[config.mk]
export PLATFORM = sky130hd
export DESIGN_NAME = sipb_ctrl
export DESIGN_NICKNAME = d
export VERILOG_FILES = /design/src/rtl/sipb_pkg.sv /design/src/rtl/sipb_ctrl.sv
export VERILOG_INCLUDE_DIRS = /design/src /design/src/rtl
export SDC_FILE = /design/constraint.sdc
export NUM_CORES = 1
export LEC_CHECK = 0
export BUFFER_PORTS_ARGS = -buffer_cell sky130_fd_sc_hd__buf_2
export CELL_PAD_IN_SITES_DETAIL_PLACEMENT = 1
export CELL_PAD_IN_SITES_GLOBAL_PLACEMENT = 1
export CORE_MARGIN = 2
export CORE_UTILIZATION = 35
export CTS_CLUSTER_SIZE = 16
export DETAILED_ROUTE_END_ITERATION = 8
export PLACE_DENSITY_LB_ADDON = 0.1
export SYNTH_ARGS = -nofsm -noshare
export SYNTH_HDL_FRONTEND = slang
export SYNTH_SLANG_ARGS = --single-unit
export TNS_END_PERCENT = 50
[constraint.sdc]
create_clock -name aclk -period 3.9 [get_ports aclk]
set_input_delay 0.585 -clock aclk [delete_from_list [all_inputs] [get_ports aclk]]
set_output_delay 0.585 -clock aclk [all_outputs]
set_load 0.005 [all_outputs]
[src/rtl/segment_index_box_parser_macros.svh]
// Assertion helpers, clocked on aclk and held off during reset.
`ifndef SEGMENT_INDEX_BOX_PARSER_MACROS_SVH
`define SEGMENT_INDEX_BOX_PARSER_MACROS_SVH

// Consequent checked in the same cycle.
`define SIPB_ASSERT_NOW(lbl, ante, cons, msg) \
    lbl: assert property (@(posedge aclk) disable iff (!aresetn) (ante) |-> (cons)) \
        else $error(msg);

// Consequent checked in the cycle after the antecedent.
`define SIPB_ASSERT_NEXT(lbl, ante, cons, msg) \
    lbl: assert property (@(posedge aclk) disable iff (!aresetn) (ante) |=> (cons)) \
        else $error(msg);

`endif

[src/rtl/sipb_pkg.sv]
package sipb_pkg;

    localparam logic [31:0] SIDX_TYPE   = 32'h73696478;
    localparam logic [31:0] TICKS_RESET = 32'd1000000000;

    localparam int DIV_STEPS = 96;
    localparam int DIV_CNT_W = $clog2(DIV_STEPS);

    localparam logic [2:0] KIND_ENTRY      = 3'd0;
    localparam logic [2:0] KIND_DONE_EMPTY = 3'd1;
    localparam logic [2:0] KIND_BAD_TYPE   = 3'd2;
    localparam logic [2:0] KIND_ZERO_SIZE  = 3'd3;
    localparam logic [2:0] KIND_ZERO_TS    = 3'd4;

    // controller to datapath
    typedef struct packed {
        logic accept;
        logic mul_lo;
        logic mul_hi;
        logic add;
        logic div_step;
        logic scale_wb;
        logic emit;
    } cmd_t;

    // datapath to controller
    typedef struct packed {
        logic evt_res;   // accepted word causes a result without division
        logic evt_div;   // accepted word needs a rescale division
        logic op_entry;  // pending division belongs to an entry
        logic out_free;  // output register can take a result
    } stat_t;

endpackage

[src/rtl/sipb_ctrl.sv]
`include "segment_index_box_parser_macros.svh"

module sipb_ctrl (
    input  logic            aclk,
    input  logic            aresetn,
    input  logic            s_tvalid,
    output logic            s_tready,
    input  sipb_pkg::stat_t stat,
    output sipb_pkg::cmd_t  cmd
);

    localparam logic [2:0] ST_RUN    = 3'd0;
    localparam logic [2:0] ST_MUL_LO = 3'd1;
    localparam logic [2:0] ST_MUL_HI = 3'd2;
    localparam logic [2:0] ST_ADD    = 3'd3;
    localparam logic [2:0] ST_DIV    = 3'd4;
    localparam logic [2:0] ST_WB     = 3'd5;
    localparam logic [2:0] ST_EMIT   = 3'd6;

    localparam logic [sipb_pkg::DIV_CNT_W-1:0] CNT_LAST =
        sipb_pkg::DIV_CNT_W'(sipb_pkg::DIV_STEPS - 1);

    logic [2:0] state_reg, state_next;
    logic [sipb_pkg::DIV_CNT_W-1:0] cnt_reg, cnt_next;

    assign s_tready = (state_reg == ST_RUN);

    always_comb begin
        state_next = state_reg;
        cnt_next   = cnt_reg;
        cmd        = '0;
        case (state_reg)
            ST_RUN: begin
                cmd.accept = s_tvalid;
                if (s_tvalid) begin
                    if (stat.evt_div) begin
                        state_next = ST_MUL_LO;
                    end else if (stat.evt_res) begin
                        state_next = ST_EMIT;
                    end
                end
            end
            ST_MUL_LO: begin
                cmd.mul_lo = 1'b1;
                state_next = ST_MUL_HI;
            end
            ST_MUL_HI: begin
                cmd.mul_hi = 1'b1;
                state_next = ST_ADD;
            end
            ST_ADD: begin
                cmd.add    = 1'b1;
                cnt_next   = '0;
                state_next = ST_DIV;
            end
            ST_DIV: begin
                cmd.div_step = 1'b1;
                cnt_next     = cnt_reg + 1'b1;
                if (cnt_reg == CNT_LAST) begin
                    state_next = ST_WB;
                end
            end
            ST_WB: begin
                cmd.scale_wb = !stat.op_entry;
                state_next   = stat.op_entry ? ST_EMIT : ST_RUN;
            end
            ST_EMIT: begin
                if (stat.out_free) begin
                    cmd.emit   = 1'b1;
                    state_next = ST_RUN;
                end
            end
            default: begin
                state_next = ST_RUN;
            end
        endcase
    end

    always_ff @(posedge aclk) begin
        if (!aresetn) begin
            state_reg <= ST_RUN;
            cnt_reg   <= '0;
        end else begin
            state_reg <= state_next;
            cnt_reg   <= cnt_next;
        end
    end

    `SIPB_ASSERT_NEXT(a_div_starts, cmd.accept && stat.evt_div, state_reg == ST_MUL_LO, "division did not start")
    `SIPB_ASSERT_NEXT(a_div_ends, state_reg == ST_DIV && cnt_reg == CNT_LAST, state_reg == ST_WB, "division overran")
    `SIPB_ASSERT_NEXT(a_emit_returns, cmd.emit, state_reg == ST_RUN, "emit did not return to run")

endmodule

=== Word level (Yosys, flattened, before mapping) ===
Index checks and enable logic that the tools add are counted.

* Flip-flop bits (word level): 10
* Input bits: 7
* Logic and storage cells: 34

* Add/subtract/negate cells: 1
* Equal/unequal tests: 11
* Muxes and demuxes: 16
* Reductions and logical operators: 4

{| class="wikitable"
|+ Operators by type and width
! cell !! count
|-
| 3-bit one-hot mux with 7 select lines || 1
|-
| 3-bit 2-to-1 mux || 6
|-
| 7-bit one-hot mux with 2 select lines || 1
|-
| 3-bit == test (second input constant) || 3
|-
| 1-bit 2-to-1 mux || 8
|-
| 7-bit by 1-bit adder with 7-bit output (second input constant) || 1
|-
| 7-bit == test (second input constant) || 1
|-
| 3-bit by 2-bit == test with 1-bit output (second input constant) || 2
|-
| 2-bit inequality test (second input constant) || 3
|-
| 4-bit AND reduction || 1
|-
| 3-bit by 1-bit == test with 1-bit output (second input constant) || 1
|-
| 3-bit logical NOT || 1
|-
| 3-bit by 1-bit inequality test with 1-bit output (second input constant) || 1
|-
| 2-bit nonzero test || 1
|-
| 1-bit logical NOT || 1
|}

=== Longest topological paths before layout ===
Gate-level depths: netlist (run 1).

* Depth after elaboration: 4
* Mapped depth: 5
* Depth with buffers taken out: 4

=== Worst setup path after synthesis (run 1) ===
OpenSTA, ideal clock, no wires.

* Path type: register -> output
* Start point: register state_reg[0]
* End point: output cmd[6] in the netlist's numbering
* Arrival time: 1,030 ps
* Required time: 3,315 ps
* Setup slack: 2,285 ps
* Stages on the path, launching flop included: 5
* Path buffers: 1
* Cells stage by stage: dfxtp_1 > buf_6 > or3_1 > inv_1 > and2_1

{| class="wikitable"
|+ RTL lines
! what !! line !! RTL
|-
| start, declared || sipb_ctrl.sv:23 || <nowiki>logic [2:0] state_reg, state_next;</nowiki>
|-
| start signal, assigned || sipb_ctrl.sv:84 || <nowiki>state_reg <= state_next;</nowiki>
|-
| end, declared || sipb_ctrl.sv:9 || <nowiki>output sipb_pkg::cmd_t cmd</nowiki>
|}

==> impl_metrics.toml, run 1 <==
[run_status]
status = "finished, final reports clean"

[clock_tree]
ctsHtreeMaxLevel = 1
postCtsHoldBufs = 0
ctsResizeCount = 0
clk-insertion-delay-late_ps = 270
clock-sinks = 10
cts_tree = "done"
cts_made_buffers = 3
cts_root_buf = "clkbuf_4"
post_cts_buffers = 0
path_clk_slew_ps = 70
clk_path_buf_depth = 2

[global_routing]
grt.overflow.total = 0
grt_max_degree = 15
antenna_found_initial = 0
grt_pass1_vias = 495
grt_usage_pct = 15.7
grt_pass1_wl_um = 2350

[synth]
synthCells = 73
synth_commonest_cells = "dfxtp_1 (10), a21oi_1 (7), inv_1 (5)"
seq_area_frac_synth_pct = 30.0
netlist_top_cells_area = "dfxtp_1 (30%), buf_6 (6.8%), a211oi_2 (5.6%), a21oi_1 (5.3%), mux2_2 (5.1%)"
synth-main-ff-cell = "dfxtp_1"
ys_warn_count = 0
synthArstFlopShare_pct = 0
synth_seq_cells = 10
syn_nets = 81
synth-edff-count = 0
synth_most_common_cell = "dfxtp_1"
synth.distinct_cells = 32
yosysTopAreaCellShare_pct = 30.0
netlist_area_um2 = 667
synth.largest_area_cell = "dfxtp_1"
syn_area_per_cell_um2 = 9.14

[cells_and_area]
largest_reg_flops = 7
antenna_cells = 0
drive_gt1_share_pct = 32.2
register_area_um2 = 200
nFillCells = 223
final_core_util_pct = 43.0
instances_no_fill = 112
areaGrowthSynthToFinish_pct = 13.9
multi_input_area_um2 = 399
nets = 96

[worst_setup_path]
crit_chain = "nor3b_4 > buf_2"
arrival_ps = 1600
r2r-end = "cnt_reg[3]"
reg2reg_from = "state_reg[2]"
worstRegToRegCells = 3
endpoint_kind = "output pin"
ff2ff_setup_slack_ps = 2110
cpPeakStageDelay_ps = 570
critPathKind = "register to output pin"
worstPathMaxFanout = 14
slowest_stage = "nor3b_4"
critPathLaunchType = "register"
cp.required_ps = 3310

[die]
io_pins = 15
core_area_um2 = 1760
fp.dieW_um = 47.7
initial_core_util_pct = 37.8
rows = 15
die_h_um = 47.7
die_area_um2 = 2270

[timing]
worst_pin_slew_ps = 561
finalSetupTns_ps = 0
finClkSkew_ps = 1.65
hold_viol_final = 0
rsz0062_at_grt = "no"
finalSetupViolCount = 0
min_period_ps = 2180
slew_headroom_pct = 62.6
final.setup.worst_slack_ps = 1720
drv_slew = 0
max_freq_ghz = 0.458
fin_crit_sh_pct = 56.0

[place]
dpl.hpwl_um = 1210
gp_congestion = 0.732
place_ws_ps = 2010
io_buffers = 14
placed_cells = 108

[route]
avgViaCountPerCell = 5.15
wl_per_cell_um = 14.0
vias = 577
dr.pass1.iters = 4
dr.first_iter.drc_count = 2
drc = 0
wirelength_um = 1570
postRouteAntennaNets = 0

[pwr]
leakagePower_nw = 0.349
ir_worst_vdd_mv = 0.320
power.density_nw_per_um2 = 593
fin_total_pwr_mw = 0.451

[min_path]
min_path_type = "register to register"
hp-start = "cnt_reg[6]"
hold_depth = 2
worstHoldEndpoint = "cnt_reg[6]"

[flow_run]
drv_cap = 0
[cell usage in the layout, fill, tap and decap left out, types with 2 or more instances in the layout]
cell      instances
buf_2            14
dfxtp_1          10
a21oi_1           7
inv_1             5
nor3_1            4
nand2b_1          4
nand2_1           3
mux2_2            3
a211oi_2          3
clkbuf_4          3
nor2_1            2
nand3_1           2
and3_1            2
nand4_1           2
mux2i_1           2
a31oi_1           2
nand3b_1          2
[critical path: cells and delay by family (launching register included)]
kind / cells / cell delay (ps)
buf+inv: 1 / 220
simple gates: 1 / 570
flops: 1 / 540
[logic make-up after synthesis]
logic type	share of synthesized area (%)
compound gates	20.6
fa+ha+maj	1.88
buf+inv	10.1
flops	30.0
mux	8.07
simple gates	29.3
[per-stage QoR]
step,instance area [µm²],hold WS [ps]
2_1_floorplan,667,453
3_3_place_gp,723,472
3_5_place_dp,723,491
4_1_cts,759,501
5_1_grt,759,505
6_report,759,495
[how the worst max path moves through the flow]
| stage | startpoint | end | cells after the start |
|---|---|---|---|
| after floorplan | state_reg[0] | cmd[6] | 4 |
| after global placement | state_reg[2] | cmd[2] | 2 |
| after detailed placement | state_reg[2] | cmd[2] | 2 |
| after CTS | state_reg[2] | cmd[2] | 2 |
| after global routing | state_reg[2] | cmd[2] | 2 |
| final | state_reg[2] | cmd[2] | 2 |
[power by group]
part           internal [mW]  leakage (nW)  total [mW]  switching [mW]
logic                 0.0961         0.246       0.185          0.0891
clock network         0.0568        0.0210      0.0951          0.0384
registers              0.121        0.0813       0.170          0.0490
total                  0.274         0.349       0.451           0.176
[metal layers]
layer	global-route usage (%)	vias up	wire length, µm
li1	-	299	-
met1	21.0	263	761
met2	22.7	13	724
met3	5.66	2	65
met4	6.49	0	13
met5	0	-	0
[cell type report]
cell class / instances / area share, %
Multi-Input combinational cell: 53 / 52.6
Sequential cell: 10 / 26.4
Timing Repair Buffer: 14 / 9.23
Clock buffer: 4 / 4.78
Tap cell: 25 / 4.12
Inverter: 6 / 2.97
No activity file was read; power rests on OpenSTA's default activity.
==> run 2: changes to the inputs <==
ABC_AREA = 1   (was unset)
CORE_UTILIZATION = 31   (was 35)
clock period = 1.95 ns   (was 3.9 ns; I/O delays follow)
==> run 2 against run 1 <==
Against the previous run: global-route usage is 0.46 points lower; routed wire length is 6.1% higher; count of clock-buffer cells in the layout fell by 1; sequential cell count is the same; non-clock buffer count stayed put; die area is 9.1% higher; sequential power rose by 78%; combinational power grew to 2.6 times the previous value; first-iteration DRC count increased to 3.0 times the previous value; cell count up 32%; sequential share of layout area down 0.55 points; via count increased by 18%; critical path type unchanged; critical endpoint is now cmd[6]; highest routed layer is now met3.
==> impl_metrics.toml, run 2 <==
[clock_tree]
ctsHtreeMaxLevel = 1
postCtsHoldBufs = 0
cts_made_buffers = 3
clock-sinks = 10
path_clk_slew_ps = 60
post_cts_buffers = 0
cts_tree = "done"
cts_root_buf = "clkbuf_4"
ctsResizeCount = 0
clk_path_buf_depth = 2
clk-insertion-delay-late_ps = 260

[pwr]
pwr-share-clk_pct = 15.2
power.density_nw_per_um2 = 1190
sw_frac_of_total_pct = 47.0
p_comb_share_pct = 52.1
fin_total_pwr_mw = 0.926
pwr-share-seq_pct = 32.6
p_sw_mw = 0.435
leakagePower_nw = 0.428
cellInternalPower_mw = 0.490
ir_worst_vdd_mv = 0.493

[synth]
synth.largest_area_cell = "dfxtp_1"
yosysTopAreaCellShare_pct = 30.8
synth_compound_area_share_pct = 9.25
netlist_area_um2 = 649
synth-edff-count = 0
synth_most_common_cell = "nand2_1"
syn_nets = 112
netlist_top_cells_area = "dfxtp_1 (31%), nand2_1 (16%), nor2_1 (9.2%), inv_1 (6.4%), nand3_2 (6.2%)"
synthCells = 104
ys_warn_count = 0
synth_seq_cells = 10
yosys.area_share.simple_pct = 47.6
yosys-mux-area-fraction_pct = 0
synth_commonest_cells = "nand2_1 (27), nor2_1 (16), inv_1 (11), dfxtp_1 (10)"
synth.distinct_cells = 20
synthArstFlopShare_pct = 0
yosys.area_share.xor_xnor_pct = 0
syn_area_per_cell_um2 = 6.24
synthAdderAreaFrac_pct = 1.93
synth_top_family_by_area = "simple AND/OR/NAND/NOR gates"
synth-main-ff-cell = "dfxtp_1"
seq_area_frac_synth_pct = 30.8

[global_routing]
grt_pass1_vias = 635
grt_max_degree = 9
grt.overflow.total = 0
grt_usage_pct = 15.2
grt_pass1_wl_um = 2840
antenna_found_initial = 0

[die]
io_pins = 15
core_area_um2 = 1960
die_h_um = 49.8
initial_core_util_pct = 33.1
rows = 16
fp.dieW_um = 49.8
die_area_um2 = 2480

[place]
gp_congestion = 0.741
dpl.hpwl_um = 1330
placed_cells = 145
io_buffers = 14
place_ws_ps = 598

[timing]
min_period_ps = 1580
worst_pin_slew_ps = 289
finalSetupTns_ps = 0
max_freq_ghz = 0.633
finClkSkew_ps = 3.29
drv_slew = 0
hold_viol_final = 0
rsz0062_at_grt = "no"
finalSetupViolCount = 0
final.setup.worst_slack_ps = 370
slew_headroom_pct = 80.7
fin_crit_sh_pct = 81.0

[cells_and_area]
instances_no_fill = 148
largest_reg_flops = 7
final_common_cell = "nand2_1"
drive_gt1_share_pct = 29.8
nets = 131
antenna_cells = 0
final_cell_mix = "nand2_1 (27), nor2_1 (16), buf_2 (14)"
areaGrowthSynthToFinish_pct = 19.5

[route]
avgViaCountPerCell = 4.61
wl_per_cell_um = 11.2
dr.pass1.iters = 4
vias = 682
dr.first_iter.drc_count = 6
postRouteAntennaNets = 0
met1_length_um = 827
routed-wl-met2_um = 773
met3_length_um = 61
drc = 0
highest_layer = "met3"
wirelength_um = 1660

[worst_setup_path]
worstRegToRegCells = 8
cpPeakStageDelay_ps = 390
arrival_ps = 1290
critPathLaunchType = "register"
endpoint_kind = "output pin"
critPathKind = "register to output pin"
worstPathMaxFanout = 7
ff2ff_setup_slack_ps = 540
crit_end = "cmd[6]"
r2r-end = "state_reg[2]"
reg2reg_from = "cnt_reg[0]"
crit_start = "state_reg[1]"
cp.required_ps = 1660
slowest_stage = "dfxtp_1"
crit_chain = "nor2_2 > nand2_1 > nor2_1 > buf_2"

[flow_run]
drv_cap = 0

[min_path]
min_path_type = "primary input to register"
hold_depth = 3

[run_status]
status = "finished, final reports clean"
run 2: changes by cell type after synthesis, sizes merged, moves of 4 or more:
| cell | previous run | this run |
|---|---|---|
| buf | 4 | 0 |
| nor2 | 2 | 19 |
| inv | 6 | 18 |
| nand2 | 3 | 29 |
| nand2b | 4 | 0 |
| nand3 | 2 | 10 |
run 2: per-layer routing:
metal	GRT usage, %	vias up
li1	-	364
met1	20.2	309
met2	23.1	9
met3	6.36	0
met4	2.78	0
met5	0	-
run 2: area by class of cell:
class | instances | area [µm²]
Inverter | 18 | 67.6
Sequential cell | 10 | 200
Timing Repair Buffer | 14 | 70.1
Multi-Input combinational cell | 76 | 382
Clock buffer | 3 | 22.5
Fill cell | 283 | 1190
Tap cell | 27 | 33.8
run 2: power groups by stage:
stage	clock [mW]	combinational (mW)	sequential (mW)
floorplan	0	0.358	0.293
global placement	0	0.476	0.306
detailed placement	0	0.491	0.307
CTS	0.147	0.492	0.303
global route	0.157	0.555	0.312
finish	0.141	0.482	0.302
run 2: critical path, delay by kind of cell, from the launching register on:
| family | cells | cell delay (ps) |
|---|---|---|
| buffers and inverters | 1 | 120 |
| DFF | 1 | 390 |
| and+or+nand+nor | 3 | 510 |
run 2: worst min path at each step:
stage | from | endpoint | slack [ps]
global placement | cnt_reg[0] | cnt_reg[0] | 460
finish | aresetn | cnt_reg[6] | 320
floorplan | aresetn | cnt_reg[6] | 420
global route | aresetn | cnt_reg[6] | 320
CTS | aresetn | cnt_reg[5] | 320
detailed placement | cnt_reg[0] | cnt_reg[0] | 480
run 2: stage by stage:
stage	hold slack, ps	instance area [µm²]	utilization (%)
finish	324	776	39.5
detailed placement	479	753	38.4
global route	322	776	39.5
CTS	322	776	39.5
global placement	463	753	38.4
floorplan	418	649	-
run 2: cell families (layout without fill, tap and decap cells):
family | after synthesis | in the layout
and+or+nand+nor | 64 | 64
buffers and inverters | 18 | 35
AOI/OAI and AO/OA | 11 | 11
DFF | 10 | 10
adders and majority gates | 1 | 1
==> run 3: changes to the inputs <==
ABC_AREA = 0   (was 1)
CORE_UTILIZATION = 34   (was 31)
clock period = 1.4 ns   (was 1.95 ns; I/O delays follow)
==> run 3 against run 2 <==
Against the previous run: the flow now finishes with violations (negative setup slack); utilization rose by 11 points; count of clock-buffer cells in the layout unchanged; cell count shrank 10%; sequential share of layout area fell by 4.4 points; final area rose by 24%; critical path depth did not move; critical path type unchanged; worst hold slack lost 56 ps; largest cell class unchanged.
==> impl_metrics.toml, run 3 (synthesis results as in run 1) <==
[worst_setup_path]
cp.required_ps = 1190
crit_chain = "or3_4 > inv_2 > and2_1 > buf_2"
cpPeakStageDelay_ps = 390
arrival_ps = 1280
slowest_stage = "or3_4"
crit_family = "simple AND/OR/NAND/NOR gates"
endpoint_kind = "output pin"
worstPathMaxFanout = 4
critPathLaunchType = "register"
critPathKind = "register to output pin"
worstPathBufferInverterCount = 2

[route]
wl_per_cell_um = 14.8
avgViaCountPerCell = 5.00
dr.first_iter.drc_count = 7
drc = 0
wirelength_um = 1970
vias = 665
dr.pass1.iters = 3
postRouteAntennaNets = 0

[die]
core_area_um2 = 1900
die_area_um2 = 2330
die_h_um = 48.3
rows = 16
io_pins = 15
fp.dieW_um = 48.3
initial_core_util_pct = 35.1

[pwr]
leakagePower_nw = 0.455
sw_frac_of_total_pct = 36.6
pwr-share-clk_pct = 11.5
cellInternalPower_mw = 1.09
ir_worst_vdd_mv = 0.849
p_comb_share_pct = 64.3
p_sw_mw = 0.633
power.density_nw_per_um2 = 1790
pwr-share-seq_pct = 24.2
fin_total_pwr_mw = 1.73

[cells_and_area]
largest_reg_flops = 7
final_common_cell = "buf_4"
antenna_cells = 0
final_cell_mix = "buf_4 (14), buf_2 (13), a21oi_1 (7), dfxtp_1 (7), buf_6 (7)"
nets = 116
stdcell_area_um2 = 965
drive_gt1_share_pct = 51.9
areaGrowthSynthToFinish_pct = 44.7

[clock_tree]
clk_path_buf_depth = 2
path_clk_slew_ps = 70
clock-sinks = 10
cts_tree = "done"
postCtsHoldBufs = 0
clk-insertion-delay-late_ps = 260
cts_made_buffers = 3
ctsHtreeMaxLevel = 1
cts_root_buf = "clkbuf_4"

[global_routing]
antenna_found_initial = 0
grt.overflow.total = 0
grt_usage_pct = 18.5
grt_pass1_vias = 623
grt_pass1_wl_um = 2890
grt_max_degree = 9

[place]
place_ws_ps = 9.54
io_buffers = 14
gp_congestion = 0.783
dpl_cell_area_um2 = 801
dpl.hpwl_um = 1260

[timing]
max_freq_ghz = 0.670
finClkSkew_ps = 4.37
finalSetupViolCount = 8
hold_viol_final = 0
slew_headroom_pct = 82.5
final.setup.worst_slack_ps = -93.0
rsz0062_at_grt = "yes"
worst_pin_slew_ps = 260
drv_slew = 0
min_period_ps = 1490
fin_crit_sh_pct = 107

[min_path]
min_path_type = "primary input to register"

[run_status]
violations = "negative setup slack"
status = "finished with violations"

[flow_run]
drv_cap = 0
==> run 3: worst min-delay path, cell delays in order <==
cell and delay (ps):
buf_2 140, nand2b_1 80, mux2i_1 50
==> run 3: worst paths after layout <==
path	startpoint	end	slack [ps]	cells after the start
worst max-delay path	state_reg[0]	cmd[6]	-90	4
worst min-delay path	aresetn	cnt_reg[5]	270	3
worst max register to register	state_reg[2]	state_reg[0]	-40	6
worst min register to register	cnt_reg[6]	cnt_reg[6]	510	2
==> run 3: power groups by stage <==
| stage | clock network (mW) | logic, mW | registers (mW) |
|---|---|---|---|
| after floorplan | 0 | 0.552 | 0.374 |
| after global placement | 0 | 0.775 | 0.407 |
| after detailed placement | 0 | 0.779 | 0.407 |
| after CTS | 0.207 | 1.01 | 0.408 |
| after global routing | 0.217 | 1.20 | 0.426 |
| final | 0.198 | 1.11 | 0.419 |
==> run 3: per-stage QoR <==
stage | util (%) | cells | TNS [ps] | hold WS, ps
floorplan | - | 73 | 0 | 358
global placement | 42.1 | 120 | -15.3 | 466
detailed placement | 42.1 | 120 | 0 | 483
CTS | 48.6 | 133 | -308 | 255
global route | 50.7 | 133 | -1130 | 277
finish | 50.7 | 133 | -288 | 268
==> run 3: cell type report <==
class,count,area [µm²]
Multi-Input combinational cell,53,428
Fill cell,241,937
Clock buffer,3,22.5
Inverter,6,25.0
Tap cell,27,33.8
Sequential cell,10,206
Timing Repair Buffer,34,249
==> run 3: metal layers <==
| metal | GRT usage [%] | vias up | wire, µm |
|---|---|---|---|
| li1 | - | 339 | - |
| met1 | 24.4 | 313 | 962 |
| met2 | 28.4 | 9 | 938 |
| met3 | 6.67 | 4 | 51 |
| met4 | 4.86 | 0 | 22 |
| met5 | 0 | - | 0 |
==> run 3: what timing repair did <==
action,in CTS,in global routing
pin swaps,4,3
endpoints found under the setup margin,10,15
resized for setup,10,10
setup buffers,10,0
